**config.mk**
```make
export PLATFORM = sky130hd
export DESIGN_NAME = base64_encoder_top
export DESIGN_NICKNAME = d
export VERILOG_FILES = /design/src/rtl/b64e_pkg.sv /design/src/rtl/base64_encoder_top.sv /design/src/rtl/b64e_front.sv /design/src/rtl/b64e_queue.sv /design/src/rtl/b64e_back.sv
export SDC_FILE = /design/constraint.sdc
export NUM_CORES = 1
export LEC_CHECK = 0
export BUFFER_PORTS_ARGS = -buffer_cell sky130_fd_sc_hd__buf_2
export CORE_MARGIN = 3
export CORE_UTILIZATION = 30
export DETAILED_ROUTE_END_ITERATION = 6
export SLEW_MARGIN = 20
export SYNTH_ARGS = -nofsm -noshare
export SYNTH_HDL_FRONTEND = slang
export SYNTH_SLANG_ARGS = --single-unit
```
**constraint.sdc**
```tcl
create_clock -name i_clk -period 4.72 [get_ports i_clk]
set_input_delay 0.708 -clock i_clk [delete_from_list [all_inputs] [get_ports i_clk]]
set_output_delay 0.708 -clock i_clk [all_outputs]
set_load 0.01 [all_outputs]
```
**src/rtl/b64e_pkg.sv**
```systemverilog
// Shared types, constants and the character lookup for the base64 encoder.
package b64e_pkg;

    localparam logic [6:0] PAD_CHAR = 7'h3D;
    localparam int unsigned QUEUE_DEPTH = 2;

    typedef enum logic [1:0] {
        PHASE_FIRST  = 2'd0,
        PHASE_SECOND = 2'd1,
        PHASE_THIRD  = 2'd2,
        PHASE_SPARE  = 2'd3
    } t_phase;

    typedef struct packed {
        logic [7:0] data_byte;
        logic       last_byte;
    } t_in_item;

    typedef struct packed {
        logic [6:0] out_char;
        logic       last_char;
    } t_out_item;

    // One byte's worth of characters, handed from front to back.
    typedef struct packed {
        logic [3:0][6:0] chars;
        logic [1:0]      last_idx;
        logic            mark_last;
    } t_entry;

    // Map a 6-bit value onto the standard alphabet.
    function automatic logic [6:0] b64e_sym(input logic [5:0] v);
        logic [6:0] c;
        c = 7'd0;
        if (v < 6'd26) begin
            c = 7'd65 + {1'b0, v};
        end else if (v < 6'd52) begin
            c = 7'd71 + {1'b0, v};
        end else if (v < 6'd62) begin
            c = {1'b0, v} - 7'd4;
        end else if (v == 6'd62) begin
            c = 7'h2B;
        end else begin
            c = 7'h2F;
        end
        return c;
    endfunction

endpackage

```
**src/rtl/base64_encoder_top.sv**
```systemverilog
// Top level of the streaming base64 encoder.
//
// Input channel: one raw byte per transaction with a flag on the last byte
// of the message (i_in_valid / i_in_data, stalled by o_in_stall).
// Output channel: one ASCII character per transaction, base64 symbol or '='
// pad, with a flag on the final character (o_out_valid / o_out_data,
// stalled by i_out_stall).
// A front end tracks the position within the 3-byte group and the leftover
// bits of the previous byte, and turns each byte into an entry of one to four
// characters. A two-entry queue decouples it from the back end, which emits
// one character per cycle from a registered output stage unless stalled.
// The first character of a byte passes through the queue and then the
// output register before the receiver can take it.
// Throughput: one character per cycle while the receiver does not stall,
// set by the output register; sustained input averages four characters
// per three bytes, and a final byte yields up to four characters.
// Reset clears the group position, leftover bits, queue and output valid.
// When the receiver stalls, the output character holds, the queue fills
// and then o_in_stall rises until the back end drains an entry.
module base64_encoder_top (
    input  logic                i_clk,
    input  logic                i_rst_n,
    input  logic                i_in_valid,
    input  b64e_pkg::t_in_item  i_in_data,
    output logic                o_in_stall,
    output logic                o_out_valid,
    output b64e_pkg::t_out_item o_out_data,
    input  logic                i_out_stall
);
    import b64e_pkg::*;

    logic   push, pop, q_full, q_valid;
    t_entry push_entry, head_entry;

    // Stall the sender only while the queue holds no free slot.
    assign o_in_stall = q_full;

    b64e_front u_front (
        .i_clk      (i_clk),
        .i_rst_n    (i_rst_n),
        .i_in_valid (i_in_valid),
        .i_in_data  (i_in_data),
        .i_q_full   (q_full),
        .o_push     (push),
        .o_entry    (push_entry)
    );

    b64e_queue u_queue (
        .i_clk   (i_clk),
        .i_rst_n (i_rst_n),
        .i_push  (push),
        .i_entry (push_entry),
        .i_pop   (pop),
        .o_full  (q_full),
        .o_valid (q_valid),
        .o_entry (head_entry)
    );

    b64e_back u_back (
        .i_clk       (i_clk),
        .i_rst_n     (i_rst_n),
        .i_q_valid   (q_valid),
        .i_q_entry   (head_entry),
        .o_pop       (pop),
        .o_out_valid (o_out_valid),
        .o_out_data  (o_out_data),
        .i_out_stall (i_out_stall)
    );

endmodule

```
**src/rtl/b64e_front.sv**
```systemverilog
// Front end: accept bytes, track the group position and build character entries.
module b64e_front (
    input  logic                i_clk,
    input  logic                i_rst_n,
    input  logic                i_in_valid,
    input  b64e_pkg::t_in_item  i_in_data,
    input  logic                i_q_full,
    output logic                o_push,
    output b64e_pkg::t_entry    o_entry
);
    import b64e_pkg::*;

    t_phase     r_phase, n_phase;
    logic [3:0] r_carry, n_carry;
    logic [7:0] b;
    logic       last;

    assign b      = i_in_data.data_byte;
    assign last   = i_in_data.last_byte;
    assign o_push = i_in_valid && !i_q_full;

    always_comb begin
        o_entry   = '0;
        n_phase   = PHASE_FIRST;
        n_carry   = 4'd0;
        unique case (r_phase)
            PHASE_SECOND: begin
                o_entry.chars[0] = b64e_sym({r_carry[1:0], b[7:4]});
                if (last) begin
                    o_entry.chars[1]  = b64e_sym({b[3:0], 2'b00});
                    o_entry.chars[2]  = PAD_CHAR;
                    o_entry.last_idx  = 2'd2;
                    o_entry.mark_last = 1'b1;
                end else begin
                    n_carry = b[3:0];
                    n_phase = PHASE_THIRD;
                end
            end
            PHASE_THIRD: begin
                o_entry.chars[0]  = b64e_sym({r_carry, b[7:6]});
                o_entry.chars[1]  = b64e_sym(b[5:0]);
                o_entry.last_idx  = 2'd1;
                o_entry.mark_last = last;
            end
            PHASE_FIRST, PHASE_SPARE: begin
                o_entry.chars[0] = b64e_sym(b[7:2]);
                if (last) begin
                    o_entry.chars[1]  = b64e_sym({b[1:0], 4'b0000});
                    o_entry.chars[2]  = PAD_CHAR;
                    o_entry.chars[3]  = PAD_CHAR;
                    o_entry.last_idx  = 2'd3;
                    o_entry.mark_last = 1'b1;
                end else begin
                    n_carry = {2'b00, b[1:0]};
                    n_phase = PHASE_SECOND;
                end
            end
            default: begin
                n_phase = PHASE_FIRST;
            end
        endcase
    end

    always_ff @(posedge i_clk) begin
        if (!i_rst_n) begin
            r_phase <= PHASE_FIRST;
            r_carry <= 4'd0;
        end else if (o_push) begin
            r_phase <= n_phase;
            r_carry <= n_carry;
        end
    end

endmodule

```
**src/rtl/b64e_queue.sv**
```systemverilog
// Short entry queue between the front end and the character serializer.
module b64e_queue (
    input  logic              i_clk,
    input  logic              i_rst_n,
    input  logic              i_push,
    input  b64e_pkg::t_entry  i_entry,
    input  logic              i_pop,
    output logic              o_full,
    output logic              o_valid,
    output b64e_pkg::t_entry  o_entry
);
    import b64e_pkg::*;

    localparam int unsigned PW = (QUEUE_DEPTH > 1) ? $clog2(QUEUE_DEPTH) : 1;
    localparam int unsigned CW = $clog2(QUEUE_DEPTH + 1);

    t_entry          r_mem [QUEUE_DEPTH];
    logic [PW-1:0]   r_wr, r_rd;
    logic [CW-1:0]   r_cnt;
    logic            do_pop;

    assign o_full  = (r_cnt == CW'(QUEUE_DEPTH));
    assign o_valid = (r_cnt != '0);
    assign o_entry = r_mem[r_rd];
    assign do_pop  = i_pop && o_valid;

    function automatic logic [PW-1:0] bump(input logic [PW-1:0] p);
        return (p == PW'(QUEUE_DEPTH - 1)) ? '0 : p + 1'b1;
    endfunction

    always_ff @(posedge i_clk) begin
        if (i_push) begin
            r_mem[r_wr] <= i_entry;
        end
    end

    always_ff @(posedge i_clk) begin
        if (!i_rst_n) begin
            r_wr  <= '0;
            r_rd  <= '0;
            r_cnt <= '0;
        end else begin
            if (i_push) begin
                r_wr <= bump(r_wr);
            end
            if (do_pop) begin
                r_rd <= bump(r_rd);
            end
            if (i_push && !do_pop) begin
                r_cnt <= r_cnt + 1'b1;
            end else if (do_pop && !i_push) begin
                r_cnt <= r_cnt - 1'b1;
            end
        end
    end

endmodule

```
**src/rtl/b64e_back.sv**
```systemverilog
// Back end: serialize queued entries into one character per cycle while the output is not stalled.
module b64e_back (
    input  logic                i_clk,
    input  logic                i_rst_n,
    input  logic                i_q_valid,
    input  b64e_pkg::t_entry    i_q_entry,
    output logic                o_pop,
    output logic                o_out_valid,
    output b64e_pkg::t_out_item o_out_data,
    input  logic                i_out_stall
);
    import b64e_pkg::*;

    logic [1:0] r_idx;
    logic       r_valid;
    t_out_item  r_data;
    logic       load;
    logic       at_end;

    assign load        = i_q_valid && (!r_valid || !i_out_stall);
    assign at_end      = (r_idx == i_q_entry.last_idx);
    assign o_pop       = load && at_end;
    assign o_out_valid = r_valid;
    assign o_out_data  = r_data;

    always_ff @(posedge i_clk) begin
        if (load) begin
            r_data.out_char  <= i_q_entry.chars[r_idx];
            r_data.last_char <= at_end && i_q_entry.mark_last;
        end
    end

    always_ff @(posedge i_clk) begin
        if (!i_rst_n) begin
            r_valid <= 1'b0;
            r_idx   <= 2'd0;
        end else begin
            if (load) begin
                r_valid <= 1'b1;
                r_idx   <= at_end ? 2'd0 : r_idx + 2'd1;
            end else if (!i_out_stall) begin
                r_valid <= 1'b0;
            end
        end
    end

endmodule

```
==> impl_metrics.py, run 1 <==
metrics = {
    "timing": {
        "maxSlewViolCount": 0,
        "tightest_slew_ns": 0.788,
        "hold_violations": 0,
        "timing.fmax_mhz": 325,
        "rsz0062_at_grt": "false",
        "tns_ns": 0,
        "slew_headroom_pct": 47.4,
        "fin_crit_sh_pct": 65.1,
        "fin_ws_ns": 1.65,
        "setup_violations": 0,
        "fin_skew_ns": 0.00468,
        "period_minus_slack_ns": 3.07,
    },
    "synth": {
        "synth_nets": 506,
        "synth-main-ff-cell": "edfxtp_1",
        "netlist_area_um2": 4410,
        "netlist_instances": 465,
        "muxShareOfSynthArea_pct": 6.33,
        "avgSynthCellArea_um2": 9.48,
        "ys_types": 65,
        "yosys_warnings": 0,
        "synthAdderAreaFrac_pct": 7.95,
        "ys_seq_area_share_pct": 37.7,
        "synth-simple-area-share_pct": 15.3,
        "ys_ff_latch": 60,
        "synth-async-reset-ratio_pct": 0,
        "synth_top_family_by_area": "compound AO/OA/AOI/OAI gates",
        "synth_xor_area_share_pct": 4.37,
        "synth_compound_area_share_pct": 22.2,
        "synth_edf_count": 46,
    },
    "power_and_ir_drop": {
        "swShare_pct": 30.0,
        "p_total_mw": 2.05,
        "p_sw_mw": 0.616,
        "p_clk_share_pct": 32.6,
        "p_seq_share_pct": 39.5,
        "ir_drop_mv": 0.202,
        "internal_power_mw": 1.44,
        "combinationalPowerShare_pct": 27.8,
        "p_per_area_nw_per_um2": 419,
        "power.leakage_nw": 1.79,
    },
    "final_layout": {
        "syn_to_final_growth_pct": 11.2,
        "design_area_um2": 4900,
        "nets": 504,
        "drive_gt1_share_pct": 11.5,
        "n_antenna_cell": 0,
    },
    "routing": {
        "num_vias": 3656,
        "wl_per_cell_um": 17.6,
        "remaining_drc_errors": 0,
        "routed_wl_um": 11400,
        "drt_pass1_iterations": 6,
        "initialDrtViolationCount": 364,
        "drt-vias-per-instance": 5.64,
        "final_antenna_net_count": 0,
    },
    "setup_path": {
        "rr_worst_depth": 6,
        "reg2reg_slack_ns": 1.90,
        "arrival_ns": 3.21,
        "critPathRequiredTime_ns": 4.86,
        "start_kind": "primary input",
        "reg2reg_from": "u_front.r_carry[1]",
        "setup.worst_path.start": "i_in_data[8]",
        "cp_max_fo": 21,
        "criticalPathCategory": "primary input to flop",
        "worst_setup_path_end_kind": "flop",
        "r2r_end": "u_queue.r_mem[1][5]",
        "endpoint": "u_queue.r_mem[0][8]",
    },
    "clocking": {
        "cts_resized": 0,
        "htree_levels": 3,
        "clkSinkCount": 60,
        "clk_latency_ns": 0.32,
        "cts_root_buffer": "clkbuf_16",
        "cts_tree": "done",
        "cts_hold_buf": 0,
        "cts_buffers": 9,
        "cts_setup_buffers": 0,
        "clk_pin_slew_ns": 0.05,
        "clk_path_buf_depth": 2,
    },
    "global_routing": {
        "grt_max_degree": 23,
        "grt_pass1_vias": 3481,
        "antenna_found_initial": 0,
        "grt_first_pass_wirelength_um": 18500,
        "grt-ovfl-total": 0,
        "gr-usage-all-layers_pct": 14.2,
    },
    "floorplanning": {
        "start_util_pct": 31.2,
        "io_pins": 23,
        "die_w_um": 127,
        "die_y_um": 127,
        "core_area_um2": 14100,
        "dieArea_um2": 16200,
        "rows": 43,
    },
    "job": {
        "cap_violations": 0,
    },
    "worst_hold_path": {
        "hp-start": "u_back.o_out_valid",
        "min_path_type": "flop to flop",
    },
    "placed_design": {
        "dp_hpwl_um": 8070,
        "place_ws_ns": 1.39,
        "io_buffer_count": 22,
        "placed_cell_area_um2": 4590,
        "place.gp.congestion": 0.874,
    },
    "outcome": {
        "status": "complete, no violations",
    },
}
## state kept, by name, summed over array words and instances (netlist names), named ones only
signal and count:
u_queue.r_mem 38, u_front.r_carry 4, u_queue.r_wr 1, u_queue.r_rd 1, u_queue.r_cnt 2, u_back.r_idx 2
u_back.o_out_valid 1, u_front.r_phase 2, u_back.o_out_data 8
## worst max-delay path: stages
cell and delay (ns):
buf_2 0.31, ha_1 0.51, nor2b_1 0.66, o21ai_0 0.21, a211o_1 0.35, a41o_1 0.22
a21oi_1 0.23
## per-layer routing
layer / up-vias / part of all wire [%] / GRT usage, %
met1: 1755 / 46 / 19.6
met4: 0 / 2.2 / 5.05
met5: - / 0 / 0
met3: 18 / 5.5 / 2.26
met2: 140 / 46 / 22.7
li1: 1743 / - / -
## metrics by stage
stage	util (%)	hold WS (ns)	std cells
4_1_cts	34.6	0.494	648
2_1_floorplan	-	0.454	465
3_5_place_dp	32.5	0.486	632
3_3_place_gp	32.5	0.463	632
6_report	34.6	0.487	648
5_1_grt	34.6	0.522	648
## power groups by stage
| stage | sequential (mW) | clock (mW) | combinational (mW) |
|---|---|---|---|
| final | 0.812 | 0.670 | 0.571 |
| after global routing | 0.828 | 0.707 | 0.637 |
| after CTS | 0.814 | 0.683 | 0.573 |
| after detailed placement | 0.824 | 0 | 0.567 |
| after global placement | 0.817 | 0 | 0.559 |
| after floorplan | 0.801 | 0 | 0.426 |
## layout make-up
class                      count  area [um2]
fill                        1432        9250
multi-input combinational    340        2480
sequential                    60        1660
clock buffer                  10         229
tap                          180         225
timing repair buffer          24         125
inverter                      28         105
clock inverter                 6        78.8
## placed cells by master (no fill, tap or decap), types with 5 or more instances in the layout
cell type,count
o211ai_1,5
nand3_1,16
edfxtp_1,46
nor3_1,12
a211o_1,6
a31oi_1,13
mux4_2,8
a211oi_1,6
ha_1,28
a21oi_1,28
mux2i_1,5
nand4_1,6
xnor2_1,18
inv_1,28
or3_1,6
nor2_1,18
a21o_1,6
o21ai_0,27
dfxtp_1,14
a21boi_0,7
buf_2,22
clkbuf_16,9
nand2_1,29
nand2b_1,6
nor2b_1,15
## cell usage after synthesis, types with 8 or more instances
cell type	instances	area [um2]
edfxtp_1	46	1380
nand2_1	29	109
a21oi_1	28	140
ha_1	28	350
inv_1	28	105
o21ai_0	27	135
clkbuf_1	25	93.8
nor2_1	18	67.6
xnor2_1	18	158
nand3_1	16	80.1
nor2b_1	15	93.8
dfxtp_1	14	280
a31oi_1	13	81.3
nor3_1	12	60.1
buf_2	9	45.0
mux4_2	8	180
## how the worst min path moves through the flow
stage | to | cells past startpoint
after floorplan | u_queue.r_rd | 2
after global placement | u_queue.r_rd | 2
after detailed placement | u_queue.r_rd | 2
after CTS | flop | 2
after global routing | u_back.o_out_valid | 2
final | u_back.o_out_valid | 2
## cell families (layout without fill, tap and decap cells)
family,count (synthesis),count (layout)
compound gates,144,144
xor+xnor,22,22
fa+ha+maj,28,28
buf+inv,65,68
flops,60,60
mux,17,17
simple gates,129,129
Note: power is estimated with default switching activity, not from simulation.
==> run 2, diff against run 1 <==
==> constraint.sdc (replaced) <==
create_clock -name i_clk -period 3 [get_ports i_clk]
set_input_delay 0.45 -clock i_clk [delete_from_list [all_inputs] [get_ports i_clk]]
set_output_delay 0.45 -clock i_clk [all_outputs]
set_load 0.01 [all_outputs]
==> run 2 against run 1 <==
  * First-iteration DRC count increased by 1.1%
  * Critical path type unchanged
  * Critical path depth is 3 higher
  * Clock power grew 49%
  * Register-to-register slack lost 1.3 ns
  * Largest cell class unchanged
  * Sequential power is 51% higher
==> impl_metrics.py, run 2 (synthesized netlist as in run 1, its figures left out) <==
metrics = {
    "final_layout": {
        "mostFrequentLayoutCell": "edfxtp_1",
        "multi_input_comb_area_um2": 2480,
        "layout_common_cells": "edfxtp_1, nand2_1, inv_1, a21oi_1, ha_1",
        "syn_to_final_growth_pct": 15.1,
        "drive_gt1_share_pct": 16.0,
        "largest_reg_flops": 38,
        "largest_register": "u_queue.r_mem",
        "fin_cells": 673,
        "n_antenna_cell": 0,
        "design_area_um2": 5080,
        "regArea_um2": 1660,
        "fillCellCount": 1444,
        "nets": 529,
    },
    "setup_path": {
        "critPathRequiredTime_ns": 3.02,
        "setup.worst_path.start": "i_in_data[2]",
        "cp_max_fo": 6,
        "reg2reg_from": "u_front.r_carry[0]",
        "start_kind": "primary input",
        "criticalPathCategory": "primary input to flop",
        "arrival_ns": 2.47,
        "worst_setup_path_end_kind": "flop",
    },
    "routing": {
        "drt_pass1_iterations": 5,
        "final_antenna_net_count": 0,
        "wl_per_cell_um": 17.9,
        "routed_wl_um": 12100,
        "num_vias": 3702,
        "drt-vias-per-instance": 5.50,
        "initialDrtViolationCount": 368,
        "remaining_drc_errors": 0,
    },
    "worst_hold_path": {
        "hp-start": "i_out_stall",
        "min_path_type": "primary input to flop",
    },
    "floorplanning": {
        "io_pins": 23,
        "dieArea_um2": 16200,
        "die_w_um": 127,
        "start_util_pct": 31.2,
        "rows": 43,
        "core_area_um2": 14100,
        "die_y_um": 127,
    },
    "global_routing": {
        "antenna_found_initial": 0,
        "gr-usage-all-layers_pct": 15.2,
        "grt_first_pass_wirelength_um": 19700,
        "grt_pass1_vias": 3603,
        "grt-ovfl-total": 0,
        "grt_max_degree": 21,
    },
    "clocking": {
        "cts_tree": "done",
        "clk_path_buf_depth": 2,
        "cts_resized": 0,
        "clk_latency_ns": 0.32,
        "cts_buffers": 9,
        "htree_levels": 3,
        "cts_hold_buf": 0,
        "clk_pin_slew_ns": 0.05,
        "clkSinkCount": 60,
        "cts_root_buffer": "clkbuf_16",
        "cts_setup_buffers": 0,
    },
    "timing": {
        "maxSlewViolCount": 0,
        "tightest_slew_ns": 0.692,
        "fin_crit_sh_pct": 81.8,
        "rsz0062_at_grt": "false",
        "slew_headroom_pct": 53.4,
        "setup_violations": 0,
        "hold_violations": 0,
        "whs_ns": 0.409,
        "tns_ns": 0,
        "period_minus_slack_ns": 2.45,
        "timing.fmax_mhz": 408,
        "fin_skew_ns": 0.00572,
    },
    "placed_design": {
        "dp_hpwl_um": 8910,
        "io_buffer_count": 22,
        "placed_cell_area_um2": 4780,
        "dp.cells": 657,
        "place.gp.congestion": 0.953,
    },
    "power_and_ir_drop": {
        "power.leakage_nw": 1.90,
        "ir_drop_mv": 0.280,
        "p_per_area_nw_per_um2": 634,
    },
    "outcome": {
        "status": "complete, no violations",
    },
    "job": {
        "cap_violations": 0,
    },
}
[run 2: cell types whose count changed in the layout (fill, tap and decap cells not counted)]
cell / change
clkinv_2: -1
clkinvlp_4: +1
bufinv_16: -1
buf_4: +25
clkbuf_8: +1
[run 2: critical path, stage by stage]
cell	delay (ns)
buf_2	0.09
inv_1	0.10
ha_1	0.28
or2b_1	0.29
xnor2_1	0.15
ha_1	0.15
o21bai_1	0.22
a31oi_1	0.21
o41ai_1	0.29
o21ai_0	0.23
[run 2: worst paths after layout]
check / to / slack, ns / cells past startpoint
min reg2reg: u_back.o_out_valid / 0.48 / 2
max: u_queue.r_mem[0][16] / 0.55 / 10
min: u_back.o_out_valid / 0.41 / 3
max reg2reg: u_queue.r_mem[1][5] / 0.64 / 8
[run 2: cell type report]
| type | instances | share of cell area (%) |
|---|---|---|
| repair buffers | 49 | 6.16 |
| multi-input cells | 340 | 48.8 |
| inverters | 28 | 2.07 |
| flip-flops and latches | 60 | 32.7 |
| clock inverters | 5 | 1.01 |
| well taps | 180 | 4.44 |
| clock buffers | 11 | 4.78 |
[run 2: report_power, final]
part | switching, mW | total (mW) | internal (mW)
combinational | 0.566 | 0.987 | 0.421
sequential | 0.0776 | 1.23 | 1.15
clock | 0.340 | 0.998 | 0.658
total | 0.983 | 3.22 | 2.23
[run 2: per-layer routing]
| layer | global-route usage, % | part of all wire [%] | vias up |
|---|---|---|---|
| met2 | 24.0 | 46 | 120 |
| met4 | 5.05 | 1.9 | 0 |
| met1 | 21.0 | 47 | 1772 |
| li1 | - | - | 1790 |
| met5 | 0 | 0 | - |
| met3 | 2.93 | 5.5 | 20 |
[run 2: through the flow]
step	power, mW	worst slack, ns	utilization (%)
3_5_place_dp	2.24	0.201	33.8
2_1_floorplan	1.93	0.192	-
4_1_cts	3.24	0.558	35.9
3_3_place_gp	2.22	0.226	33.8
6_report	3.22	0.546	35.9
5_1_grt	3.41	0.408	35.9
